File: src/sv/tpm_pkg.sv
`timescale 1ns / 1ps
// ----------------------------------------------------------------------------
// tpm_pkg
// Types, register map and sine table for the timed-pulse OOK/FSK modulator.
// ----------------------------------------------------------------------------
package tpm_pkg;

  localparam int unsigned CfgAddrW = 5;

  typedef enum logic [2:0] {
    RegEnable    = 3'd0,
    RegMode      = 3'd1,
    RegDeviation = 3'd2,
    RegEndFirst  = 3'd3,
    RegEndSecond = 3'd4
  } tpm_reg_e;

  typedef enum logic [1:0] {
    ModeOok = 2'd0,
    ModeFsk = 2'd1
  } tpm_mode_e;

  // Phase word handling
  localparam logic [31:0] OokPhaseStep = 32'd200;
  localparam int unsigned PhaseIdxLsb  = 18;
  localparam logic [7:0]  QuarterTurn  = 8'd64;

  typedef struct packed {
    logic               word_available;
    logic signed [31:0] duration_word;
  } tpm_in_t;

  typedef struct packed {
    logic signed [7:0] sample_i;
    logic signed [7:0] sample_q;
    logic              sample_valid;
    logic              word_taken;
    logic              underrun;
    logic              stream_done;
  } tpm_out_t;

  localparam logic [6:0] QuarterSine [65] = '{
    7'd0,   7'd3,   7'd6,   7'd9,   7'd12,  7'd16,  7'd19,  7'd22,
    7'd25,  7'd28,  7'd31,  7'd34,  7'd37,  7'd40,  7'd43,  7'd46,
    7'd49,  7'd51,  7'd54,  7'd57,  7'd60,  7'd63,  7'd65,  7'd68,
    7'd71,  7'd73,  7'd76,  7'd78,  7'd81,  7'd83,  7'd85,  7'd88,
    7'd90,  7'd92,  7'd94,  7'd96,  7'd98,  7'd100, 7'd102, 7'd104,
    7'd106, 7'd107, 7'd109, 7'd111, 7'd112, 7'd113, 7'd115, 7'd116,
    7'd117, 7'd118, 7'd120, 7'd121, 7'd122, 7'd122, 7'd123, 7'd124,
    7'd125, 7'd125, 7'd126, 7'd126, 7'd126, 7'd127, 7'd127, 7'd127,
    7'd127
  };

  // Full-turn sine from the quarter table: mirror odd quadrants, negate the
  // second half.
  function automatic logic signed [7:0] sine_lookup(input logic [7:0] idx);
    logic [1:0] quad;
    logic [6:0] pos;
    logic [6:0] amp;
    quad = idx[7:6];
    pos  = quad[0] ? 7'(7'd64 - {1'b0, idx[5:0]}) : {1'b0, idx[5:0]};
    amp  = QuarterSine[pos];
    return quad[1] ? 8'(-$signed({1'b0, amp})) : $signed({1'b0, amp});
  endfunction

endpackage

File: src/sv/timed_pulse_ook_fsk_modulator.sv
`timescale 1ns / 1ps
// ----------------------------------------------------------------------------
// timed_pulse_ook_fsk_modulator
// NCO-based on-off keying / two-tone FSK modulator driven by timed pulse words.
// ----------------------------------------------------------------------------
// One request per clock unless the input stalls: each accepted request yields
// exactly one result, held in the output register or, while the output stalls,
// in the skid entry; a two-entry output buffer keeps the input running while a
// result waits. A duration word becomes a run length in a pipeline of registered
// partial products (exact divide by one million through a scaled reciprocal);
// until it lands, constant thresholds on the word's magnitude decide whether the
// run has already ended. The FSK phase step is computed across the setup and
// access cycles of the deviation write. No clearing pass is needed after reset.
module timed_pulse_ook_fsk_modulator #(
  parameter int unsigned SAMPLE_RATE = 2280000
) (
  input  logic                          clk_i,
  input  logic                          rst_ni,
  input  logic                          in_valid_i,
  output logic                          in_stall_o,
  input  tpm_pkg::tpm_in_t              in_data_i,
  output logic                          out_valid_o,
  input  logic                          out_stall_i,
  output tpm_pkg::tpm_out_t             out_data_o,
  input  logic                          psel,
  input  logic                          penable,
  input  logic                          pwrite,
  input  logic [tpm_pkg::CfgAddrW-1:0]  paddr,
  input  logic [31:0]                   pwdata,
  output logic [31:0]                   prdata,
  output logic                          pready
);

  // len = floor(mag * SAMPLE_RATE / 1e6) = floor(mag * LenMult / 2^52)
  localparam logic [79:0] LenMult =
    ((80'(SAMPLE_RATE) << 52) + 80'd999999) / 80'd1000000;
  localparam logic [28:0] LenMultLo = LenMult[28:0];
  localparam logic [27:0] LenMultHi = LenMult[56:29];

  // step = floor((dev << 26) / SAMPLE_RATE) = floor(dev * DevMult / 2^45)
  localparam logic [79:0] DevMult =
    ((80'd1 << 71) + 80'(SAMPLE_RATE) - 80'd1) / 80'(SAMPLE_RATE);
  localparam logic [28:0] DevMultLo = DevMult[28:0];
  localparam logic [25:0] DevMultHi = DevMult[54:29];

  // Largest magnitude whose run length is at most N samples
  localparam logic [31:0] RunThr0 = 32'((64'd1000000 - 64'd1) / 64'(SAMPLE_RATE));
  localparam logic [31:0] RunThr1 = 32'((64'd2000000 - 64'd1) / 64'(SAMPLE_RATE));
  localparam logic [31:0] RunThr2 = 32'((64'd3000000 - 64'd1) / 64'(SAMPLE_RATE));
  localparam logic [31:0] RunThr3 = 32'((64'd4000000 - 64'd1) / 64'(SAMPLE_RATE));

  // Configuration registers
  logic        enable_q;
  logic [1:0]  mode_q;
  logic [19:0] dev_q;
  logic [31:0] end_first_q, end_second_q;
  logic [31:0] step_q;
  logic [19:0] dev_lo_q;

  // Modulator state
  logic        level_q, level_d;
  logic [1:0]  marks_q, marks_d;
  logic        finished_q, finished_d;
  logic [31:0] phase_q, phase_d;
  logic [31:0] run_length_q, run_length_d;
  logic [31:0] run_elapsed_q, run_elapsed_d;

  // Run length pipeline
  logic [2:0]  pend_q, pend_d;
  logic [31:0] mag_hold_q, mag_hold_d;
  logic [31:0] len_lo_q, len_lo2_q;
  logic [59:0] len_prod_q;

  // Output buffer
  logic              out_valid_q, out_valid_d;
  logic              skid_valid_q, skid_valid_d;
  tpm_pkg::tpm_out_t out_data_q, skid_data_q, res;
  logic              out_free;

  logic        cfg_wr;
  logic [2:0]  cfg_idx;
  logic        in_fire, active;
  logic [31:0] word_u, mag, marker, thr, base;
  logic        run_over, marker_hit;
  logic [60:0] len_lo_prod, len_sum;
  logic [37:0] len_full;
  logic [31:0] len_sat;
  logic [48:0] dev_lo_prod;
  logic [45:0] dev_hi_prod;
  logic [46:0] dev_sum;
  logic [7:0]  idx_q_ph, idx_i_ph;

  assign pready    = 1'b1;
  assign cfg_idx   = paddr[4:2];
  assign cfg_wr    = psel && penable && pwrite;

  // Deviation step: low partial product in setup, high one in access
  assign dev_lo_prod = pwdata[19:0] * DevMultLo;
  assign dev_hi_prod = pwdata[19:0] * DevMultHi;
  assign dev_sum     = {1'b0, dev_hi_prod} + {27'b0, dev_lo_q};

  always_ff @(posedge clk_i) begin
    dev_lo_q <= dev_lo_prod[48:29];
  end

  always_ff @(posedge clk_i or negedge rst_ni) begin
    if (!rst_ni) begin
      enable_q     <= 1'b0;
      mode_q       <= 2'd0;
      dev_q        <= 20'd0;
      end_first_q  <= 32'd0;
      end_second_q <= 32'd0;
      step_q       <= 32'd0;
    end else if (cfg_wr) begin
      case (cfg_idx)
        tpm_pkg::RegEnable:    enable_q <= pwdata[0];
        tpm_pkg::RegMode:      mode_q   <= pwdata[1:0];
        tpm_pkg::RegDeviation: begin
          dev_q  <= pwdata[19:0];
          step_q <= 32'(dev_sum[46:16]);
        end
        tpm_pkg::RegEndFirst:  end_first_q  <= pwdata;
        tpm_pkg::RegEndSecond: end_second_q <= pwdata;
        default: ;
      endcase
    end
  end

  always_comb begin
    case (cfg_idx)
      tpm_pkg::RegEnable:    prdata = {31'b0, enable_q};
      tpm_pkg::RegMode:      prdata = {30'b0, mode_q};
      tpm_pkg::RegDeviation: prdata = {12'b0, dev_q};
      tpm_pkg::RegEndFirst:  prdata = end_first_q;
      tpm_pkg::RegEndSecond: prdata = end_second_q;
      default:               prdata = 32'd0;
    endcase
  end

  // Run length: multiply by the scaled reciprocal, then saturate
  assign len_lo_prod = mag_hold_q * LenMultLo;
  assign len_sum     = {1'b0, len_prod_q} + {29'b0, len_lo2_q};
  assign len_full    = len_sum[60:23];
  assign len_sat     = (|len_full[37:32]) ? '1 : len_full[31:0];

  always_ff @(posedge clk_i) begin
    len_lo_q   <= len_lo_prod[60:29];
    len_prod_q <= mag_hold_q * LenMultHi;
    len_lo2_q  <= len_lo_q;
  end

  // Handshake
  assign in_stall_o  = skid_valid_q;
  assign in_fire     = in_valid_i && !skid_valid_q;
  assign active      = enable_q && !finished_q;
  assign out_free    = !out_valid_q || !out_stall_i;
  assign out_valid_o = out_valid_q;
  assign out_data_o  = out_data_q;

  assign word_u = in_data_i.duration_word;
  assign mag    = word_u[31] ? 32'(~word_u + 32'd1) : word_u;
  assign marker = (marks_q == 2'd0) ? end_first_q : end_second_q;
  assign marker_hit = (marks_q < 2'd2) && (word_u == marker);

  always_comb begin
    case (run_elapsed_q[1:0])
      2'd0:    thr = RunThr0;
      2'd1:    thr = RunThr1;
      2'd2:    thr = RunThr2;
      default: thr = RunThr3;
    endcase
  end

  // While the length is still in the pipeline, judge the run by magnitude
  assign run_over = (|pend_q) ? (mag_hold_q <= thr) : (run_length_q <= run_elapsed_q);

  always_comb begin
    level_d       = level_q;
    marks_d       = marks_q;
    finished_d    = finished_q;
    phase_d       = phase_q;
    run_elapsed_d = run_elapsed_q;
    mag_hold_d    = mag_hold_q;
    pend_d        = {pend_q[1:0], 1'b0};
    run_length_d  = pend_q[2] ? len_sat : run_length_q;
    base          = run_elapsed_q;
    idx_q_ph      = 8'd0;
    idx_i_ph      = 8'd0;
    res           = '0;

    if (in_fire && active) begin
      res.sample_valid = 1'b1;
      if (run_over) begin
        // Drop any length still in flight
        run_length_d = 32'd0;
        base         = 32'd0;
        pend_d       = 3'b000;
        if (!in_data_i.word_available) begin
          res.underrun = 1'b1;
        end else begin
          res.word_taken = 1'b1;
          if (marker_hit) begin
            marks_d = marks_q + 2'd1;
            if (marks_q == 2'd1) begin
              finished_d       = 1'b1;
              level_d          = 1'b0;
              res.stream_done  = 1'b1;
            end
          end else begin
            pend_d     = 3'b001;
            mag_hold_d = mag;
            level_d    = !word_u[31];
          end
        end
      end
      run_elapsed_d = (base == '1) ? base : base + 32'd1;

      case (mode_q)
        tpm_pkg::ModeOok: begin
          if (level_d) begin
            phase_d = phase_q + tpm_pkg::OokPhaseStep;
          end
        end
        tpm_pkg::ModeFsk: begin
          phase_d = level_d ? phase_q + step_q : phase_q - step_q;
        end
        default: ;
      endcase

      idx_q_ph = phase_d[tpm_pkg::PhaseIdxLsb +: 8];
      idx_i_ph = idx_q_ph + tpm_pkg::QuarterTurn;
      if ((mode_q == tpm_pkg::ModeFsk) || ((mode_q == tpm_pkg::ModeOok) && level_d)) begin
        res.sample_i = tpm_pkg::sine_lookup(idx_i_ph);
        res.sample_q = tpm_pkg::sine_lookup(idx_q_ph);
      end
    end

    // Re-arm
    if (cfg_wr && (cfg_idx == tpm_pkg::RegEnable) && pwdata[0]) begin
      finished_d = 1'b0;
      marks_d    = 2'd0;
    end
  end

  always_comb begin
    if (out_free) begin
      out_valid_d  = skid_valid_q || in_fire;
      skid_valid_d = 1'b0;
    end else begin
      out_valid_d  = 1'b1;
      skid_valid_d = skid_valid_q || in_fire;
    end
  end

  always_ff @(posedge clk_i or negedge rst_ni) begin
    if (!rst_ni) begin
      level_q       <= 1'b0;
      marks_q       <= 2'd0;
      finished_q    <= 1'b0;
      phase_q       <= 32'd0;
      run_length_q  <= 32'd0;
      run_elapsed_q <= 32'd0;
      pend_q        <= 3'b000;
      out_valid_q   <= 1'b0;
      skid_valid_q  <= 1'b0;
    end else begin
      level_q       <= level_d;
      marks_q       <= marks_d;
      finished_q    <= finished_d;
      phase_q       <= phase_d;
      run_length_q  <= run_length_d;
      run_elapsed_q <= run_elapsed_d;
      pend_q        <= pend_d;
      out_valid_q   <= out_valid_d;
      skid_valid_q  <= skid_valid_d;
    end
  end

  always_ff @(posedge clk_i) begin
    mag_hold_q <= mag_hold_d;
    if (out_free) begin
      out_data_q <= skid_valid_q ? skid_data_q : res;
    end
    if (!out_free && in_fire) begin
      skid_data_q <= res;
    end
  end

endmodule

File: config.mk
export PLATFORM = sky130hd
export DESIGN_NAME = timed_pulse_ook_fsk_modulator
export DESIGN_NICKNAME = d
export VERILOG_FILES = /design/src/sv/tpm_pkg.sv /design/src/sv/timed_pulse_ook_fsk_modulator.sv
export SDC_FILE = /design/constraint.sdc
export NUM_CORES = 2
export LEC_CHECK = 0
export BUFFER_PORTS_ARGS = -buffer_cell sky130_fd_sc_hd__buf_4
export CORE_MARGIN = 3
export CORE_UTILIZATION = 30
export DETAILED_ROUTE_END_ITERATION = 10
export PLACE_DENSITY = 0.5
export SKIP_LAST_GASP = 1
export SYNTH_ARGS = -nofsm -noshare
export SYNTH_HDL_FRONTEND = slang
export SYNTH_SLANG_ARGS = --single-unit
File: constraint.sdc
create_clock -name clk_i -period 23.8 [get_ports clk_i]
set_clock_uncertainty 0.05 [all_clocks]
set_input_delay 1.19 -clock clk_i [delete_from_list [all_inputs] [get_ports clk_i]]
set_output_delay 1.19 -clock clk_i [all_outputs]
set_load 0.02 [all_outputs]
# Word level (Yosys, flattened, before mapping)
# Memories as Yosys holds them, arrays and structs flattened.
# Cells that the tools add are included.
word_totals:
  reg_bits: 431
  latch_bits: 0
  mem_bits_rw: 0
  romBits: 1792
  inputBits: 77
  output_inout_bits: 55
  elab_cells: 168
  mem_count: 2
mem_list:
  columns: ["memory", "depth", "word_bits", "rd", "rd_clocked_by_memory_dff", "write_ports", "line_no", "text"]
  rows:
  - ["(name not given)", 128, 7, 1, 0, 0, "tpm_pkg.sv:62", "amp = QuarterSine[pos];"]
  - ["(name not given)", 128, 7, 1, 0, 0, "tpm_pkg.sv:62", null]
classes:
  add_sub_neg: 13
  mul: 4
  n_div: 0
  n_lt_le_gt_ge: 5
  eq_ne: 11
  shifts: 0
  muxes: 55
  bitwise: 4
  reduce_logical: 40
op_table:
  columns: ["op", "n"]
  rows:
  - ["two-way mux 32 bit", 11]
  - ["one-hot mux 32 bit (5 select lines)", 1]
  - ["adder 32 x 1 -> 32 bit (second input constant)", 2]
  - ["<= comparator 32 bit", 2]
  - ["one-hot mux 32 bit (2 select lines)", 1]
  - ["multiplier 32 x 27 -> 59 bit (second input constant)", 1]
  - ["adder 57 x 30 -> 58 bit", 1]
  - ["multiplier 32 x 24 -> 56 bit (second input constant)", 1]
  - ["multiplier 20 x 29 -> 49 bit (second input constant)", 1]
  - ["adder 41 x 20 -> 42 bit", 1]
  - ["two-way mux 7 bit", 6]
  - ["multiplier 20 x 21 -> 41 bit (second input constant)", 1]
  - ["two-way mux 20 bit", 2]
  - ["adder 32 x 31 -> 32 bit", 1]
  - ["adder 32 x 8 -> 32 bit (second input constant)", 1]
  - ["== test 32 bit", 1]
  - ["== test 32 bit (second input constant)", 1]
  - ["inverter 32 bit", 1]
  - ["subtractor 32 x 31 -> 32 bit", 1]
  - ["two-way mux 31 bit", 1]
  - ["two-way mux 1 bit", 22]
  - [">= comparator 8 bit (second input constant)", 2]
  - ["two-way mux 16 bit", 1]
  - ["two-way mux 8 bit", 2]
  - ["28 further kinds", 67]

# Depth between registers and ports, before layout
depth:
  ltp_word: 23
  depth_mapped: 42
  ltp_nobuf: 38

# Worst setup path after synthesis
# OpenSTA, ideal clock, no wires.
synth_timing:
  path_kind: "input port to flip-flop"
  startpoint: "input in_data_i[2] in the netlist's numbering"
  endpoint: "register out_data_q, in the netlist out_data_o[18], data pin"
  setup_ps: 265
  arrival_ps: 8510
  required_ps: 23485
  path_slack_ps: 14975
  cell_stages: 33
  n_path_buf: 2
  cell_sequence: "xor2_1 -> nand4_1 -> nor4_4 -> nand4b_4 -> a31oi_1 -> nor2_1 -> clkbuf_1 -> o21ai_0 -> inv_1 -> fa_1 -> nand2b_1 -> a21oi_1 -> a211oi_1 -> o31ai_1 -> o21ai_0 -> a21oi_1 -> mux2i_1 -> or4b_2 -> nor2_1 -> ha_1 -> clkbuf_1 -> o31ai_1 -> a21o_1 -> nor4_1 -> nand2b_1 -> or4_1 -> and2_1 -> inv_1 -> ha_1 -> and2_1 -> a41oi_1 -> xor2_1 -> o21ai_1"
synth_between:
  elab_chain_cells: 21
  elab_cells_between_ends: 24
  classes_between: "add/sub (3); eq/ne (1); mux (15); bitwise (1); reduce/logical (3); memory (1)"
synth_rtl:
  columns: ["element", "line_no", "text"]
  rows:
  - ["start: declaration", "timed_pulse_ook_fsk_modulator.sv:21", "input tpm_pkg::tpm_in_t in_data_i,"]
  - ["== test 32 bit (*)", "timed_pulse_ook_fsk_modulator.sv:163", "assign marker_hit = (marks_q < 2'd2) && (word_u == marker);"]
  - ["logical AND 1 bit (*)", "timed_pulse_ook_fsk_modulator.sv:163", null]
  - ["two-way mux 1 bit (*)", "timed_pulse_ook_fsk_modulator.sv:202", "if (marker_hit) begin"]
  - ["two-way mux 1 bit (*)", "timed_pulse_ook_fsk_modulator.sv:198", "if (!in_data_i.word_available) begin"]
  - ["two-way mux 1 bit (*)", "timed_pulse_ook_fsk_modulator.sv:193", "if (run_over) begin"]
  - ["two-way mux 1 bit (*)", "timed_pulse_ook_fsk_modulator.sv:191", "if (in_fire && active) begin"]
  - ["two-way mux 32 bit, on equally long branches", "timed_pulse_ook_fsk_modulator.sv:225, timed_pulse_ook_fsk_modulator.sv:220", null]
  - ["one-hot mux 32 bit (2 select lines)", "timed_pulse_ook_fsk_modulator.sv:218", "case (mode_q)"]
  - ["[4 not listed]", null, null]
  - ["inverter 7 -> 8 bit (not written as such)", "tpm_pkg.sv:62", null]
  - ["memory (128 x 7 bit)", null, null]
  - ["two-way mux 7 bit (not written as such) (2 in series)", "tpm_pkg.sv:62", null]
  - ["negator 7 -> 8 bit", "tpm_pkg.sv:63", "return quad[1] ? 8'(-$signed({1'b0, amp})) : $signed({1'b0, amp});"]
  - ["two-way mux 8 bit", "tpm_pkg.sv:63", null]
  - ["two-way mux 16 bit (*)", "timed_pulse_ook_fsk_modulator.sv:232", "if ((mode_q == tpm_pkg::ModeFsk) || ((mode_q == tpm_pkg::ModeOok) && level_d)) begin"]
  - ["two-way mux 20 bit (*)", "timed_pulse_ook_fsk_modulator.sv:191", null]
  - ["two-way mux 20 bit (*)", "timed_pulse_ook_fsk_modulator.sv:282", "out_data_q <= skid_valid_q ? skid_data_q : res;"]
  - ["end signal: assignment", "timed_pulse_ook_fsk_modulator.sv:282", null]
  - ["end: declaration", "timed_pulse_ook_fsk_modulator.sv:77", "tpm_pkg::tpm_out_t out_data_q, skid_data_q, res;"]
# Mark *: on every way between the ends. The rest lies on a longest branch, timed or not. The select of a mux whose other input is x is not followed.
# A chain may end at the register's enable or synchronous reset.

# Worst setup path in the final report
layout_timing:
  startpoint: "register marks_q[1]"
  endpoint: "register out_data_q, in the netlist out_data_o[18], data pin"
layout_between:
  elab_chain_cells: 23
  elab_cells_between_ends: 29
  classes_between: "add/sub (3); order compare (1); eq/ne (2); mux (17); bitwise (1); reduce/logical (4); memory (1)"
layout_rtl:
  columns: ["element", "line_no", "text"]
  rows:
  - ["start: declaration", "timed_pulse_ook_fsk_modulator.sv:62", "logic [1:0] marks_q, marks_d;"]
  - ["start signal: assignment", "timed_pulse_ook_fsk_modulator.sv:268", "marks_q <= marks_d;"]
  - ["zero test 2 bit", "timed_pulse_ook_fsk_modulator.sv:162", "assign marker = (marks_q == 2'd0) ? end_first_q : end_second_q;"]
  - ["two-way mux 32 bit", "timed_pulse_ook_fsk_modulator.sv:162", null]
  - ["== test 32 bit", "timed_pulse_ook_fsk_modulator.sv:163", null]
  - ["logical AND 1 bit", "timed_pulse_ook_fsk_modulator.sv:163", null]
  - ["two-way mux 1 bit (*)", "timed_pulse_ook_fsk_modulator.sv:202", null]
  - ["two-way mux 1 bit (*)", "timed_pulse_ook_fsk_modulator.sv:198", null]
  - ["two-way mux 1 bit (*)", "timed_pulse_ook_fsk_modulator.sv:193", null]
  - ["two-way mux 1 bit (*)", "timed_pulse_ook_fsk_modulator.sv:191", null]
  - ["[6 not listed]", null, null]
  - ["inverter 7 -> 8 bit (not written as such)", "tpm_pkg.sv:62", null]
  - ["memory (128 x 7 bit)", null, null]
  - ["two-way mux 7 bit (not written as such) (2 in series)", "tpm_pkg.sv:62", null]
  - ["negator 7 -> 8 bit", "tpm_pkg.sv:63", null]
  - ["two-way mux 8 bit", "tpm_pkg.sv:63", null]
  - ["two-way mux 16 bit (*)", "timed_pulse_ook_fsk_modulator.sv:232", null]
  - ["two-way mux 20 bit (*)", "timed_pulse_ook_fsk_modulator.sv:191", null]
  - ["two-way mux 20 bit (*)", "timed_pulse_ook_fsk_modulator.sv:282", null]
# Marks and branches as above.

==> qor.yml <==
status:
  status: "finished, final reports clean"
critical_path:
  r2r_setup_slack_ns: 12.36
  max_stage_delay_ns: 0.74
  r2r_end: "out_data_o[18]"
  worstSetupPathType: "flop to flop"
  crit_path_end_kind: "flop"
  worstPathArrival_ns: 11.77
  r2r_start: "marks_q[1]"
  worst-endpoint-required_ns: 24.13
  cp_slowest_cell: "or2_0"
  rr_worst_depth: 38
  cp-start-kind: "flop"
  worstPathMaxFanout: 32
cts:
  cts_made_buffers: 50
  holdBufCountCts: 0
  clock_sinks: 418
  cts_resized: 0
  ctsRootBufferMaster: "clkbuf_16"
  htreeDepth: 2
  clk_latency_ns: 0.68
  cts_buffer_depth: 3
  post_cts_buffers: 0
  clk_pin_slew_ns: 0.06
  cts_tree: "yes"
synthesis:
  synth_edf_count: 72
  synth_cells: 6271
  synth-seq-cells: 418
  syn_avg_cell_area_sq_um: 10.24
  synth_area_sq_um: 64190
  synth_top_cell_area_share_pct: 32.13
  synth.area.top_cells: "fa_1 (32%), ha_1 (21%), inv_1 (8.4%), dfrtp_1 (8.3%), dfxtp_1 (4.2%)"
  ys.flop_type: "dfrtp_1"
  netlist_top_cells_count: "inv_1 (1430), ha_1 (1067), fa_1 (1030)"
  postSynth.asyncResetShare_pct: 50.72
  ys_types: 97
  synth_nets: 8445
  yosys_warnings: 0
  synth_most_common_cell: "inv_1"
  yosys.area.top_type: "fa_1"
  synth-seq-area-share_pct: 15.81
grt:
  antenna_found_initial: 14
  grt_start_max_net_pins: 84
  grt_usage_pct: 18.88
  grt_first_pass_wirelength_mm: 308.3
  grt_pass1_vias: 48250
  overflow: 0
layout:
  fillers: 21910
  fin_cells: 9301
  seqCellArea_sq_um: 10150
  layout-drive-gt1-share_pct: 6.586
  nets: 8601
  multiInputGateArea_sq_um: 48320
  areaGrowthSynthToFinish_pct: 9.955
drt:
  routed_via_density: 4.788
  drt_iter0_drc: 2586
  route.detailed.drc: 0
  wl_per_cell_um: 21.97
  drtAntennaViolNets: 0
  drtPass1Iterations: 5
  vias: 44530
  wirelength_mm: 204.3
placed_design:
  dp_hpwl_mm: 172.9
  io_buffers: 128
  dp_cells: 9196
  gp_congestion: 0.9350
floorplanning:
  die_x_um: 468.6
  die_h_um: 468.6
  num_io_pins: 132
  std_cell_rows: 169
  dieArea_sq_um: 219500
  core_area_sq_um: 212500
  start_util_pct: 30.20
sta:
  period_needed_ns: 11.44
  tightest_slew_ns: 1.247
  maxSlewHeadroom_pct: 16.54
  fmax_ghz: 0.08742
  hold_viol: 0
  drv_slew: 0
  rsz0062_at_grt: "false"
  tns_ns: 0
  setup_viol: 0
  fin_crit_sh_pct: 48.06
min_path:
  min-delay-start: "len_lo_q[14]"
  holdPathEnd: "len_lo2_q[14]"
  hp-class: "flop to flop"
  min_path_cells: 0
run:
  drv_cap: 0
==> placed cells by master, fill, tap and decap left out, drive strengths merged, types with 54 or more instances in the layout <==
cell type  Yosys  routed
a21oi        212     212
nor2         180     180
mux2          74      74
a21o          78      78
fa          1030    1030
edfxtp        72      72
inv         1431    1438
xor2         108     108
ha          1067    1067
nor3          81      81
o21ai        262     262
dfxtp        134     134
nand3         82      82
xnor2        170     170
nand4         54      54
dfrtp        212     212
mux2i         67      67
nand2        267     267
clkbuf        81      63
buf           14     199
==> registers in the layout (all words and copies together), names as in the netlist, 26 cells and up <==
register       flops
len_prod_q        56
run_elapsed_q     32
mag_hold_q        32
end_first_q       32
step_q            26
run_length_q      32
phase_q           26
len_lo_q          29
len_lo2_q         29
end_second_q      32
==> area by class of cell <==
class,instances,share of cell area (%)
tap,2821,5.001
multi-input combinational,4326,68.46
sequential,418,14.38
clock inverter,30,0.4148
timing repair buffer,199,2.127
clock buffer,63,1.957
antenna,12,0.04255
inverter,1432,7.616
==> how the worst max path moves through the flow <==
| stage | slack [ns] | to | cells after the start | startpoint |
|---|---|---|---|---|
| 6_report | 12.36 | out_data_o[18] | 38 | marks_q[1] |
| 4_1_cts | 12.44 | out_data_o[18] | 38 | marks_q[1] |
| 3_3_place_gp | 12.34 | out_data_o[18] | 36 | in_data_i[31] |
| 5_1_grt | 11.41 | out_data_o[18] | 38 | marks_q[1] |
| 3_5_place_dp | 12.32 | out_data_o[18] | 36 | in_data_i[31] |
| 2_1_floorplan | 14.98 | out_data_o[18] | 33 | in_data_i[2] |
==> per-stage QoR <==
step | setup WS [ns] | util [%] | hold slack [ns] | cell area, sq um
2_1_floorplan | 14.98 | - | 0.2596 | 64190
3_3_place_gp | 12.34 | 32.41 | 0.2610 | 68870
3_5_place_dp | 12.32 | 32.41 | 0.2621 | 68870
4_1_cts | 12.44 | 33.20 | 0.2759 | 70550
5_1_grt | 11.41 | 33.21 | 0.2820 | 70570
6_report | 12.36 | 33.21 | 0.2754 | 70580
==> metal layers <==
metal	vias to the layer above	global-route usage (%)	part of all wire (%)
met5	-	0	0.015
li1	20800	-	-
met1	22560	23.43	42
met3	283	2.184	3.6
met2	877	33.04	50
met4	4	8.104	4.9
==> kinds of logic after synthesis <==
family                     after synthesis  share of synthesized area [%]
adders and majority gates             2097                          52.93
buffers and inverters                 1527                          9.025
and+or+nand+nor                        922                          7.166
AOI/OAI and AO/OA                      887                          8.928
DFF                                    418                          15.81
xor gates and xnor gates               278                          3.793
muxes                                  141                          2.343
other                                    1                       0.005842
==> worst max-delay path, delay by kind of cell, from the launching register on <==
family / cells / cell delay [ns]
simple gates: 10 / 3.48
compound gates: 11 / 2.94
xor+xnor: 4 / 0.76
fa+ha+maj: 4 / 1.15
flops: 1 / 0.40
mux: 2 / 0.65
buf+inv: 7 / 1.70
Power is left out: the tool's default activity adds up to more than one toggle a clock period on the data nets, which glitch-free logic cannot reach.
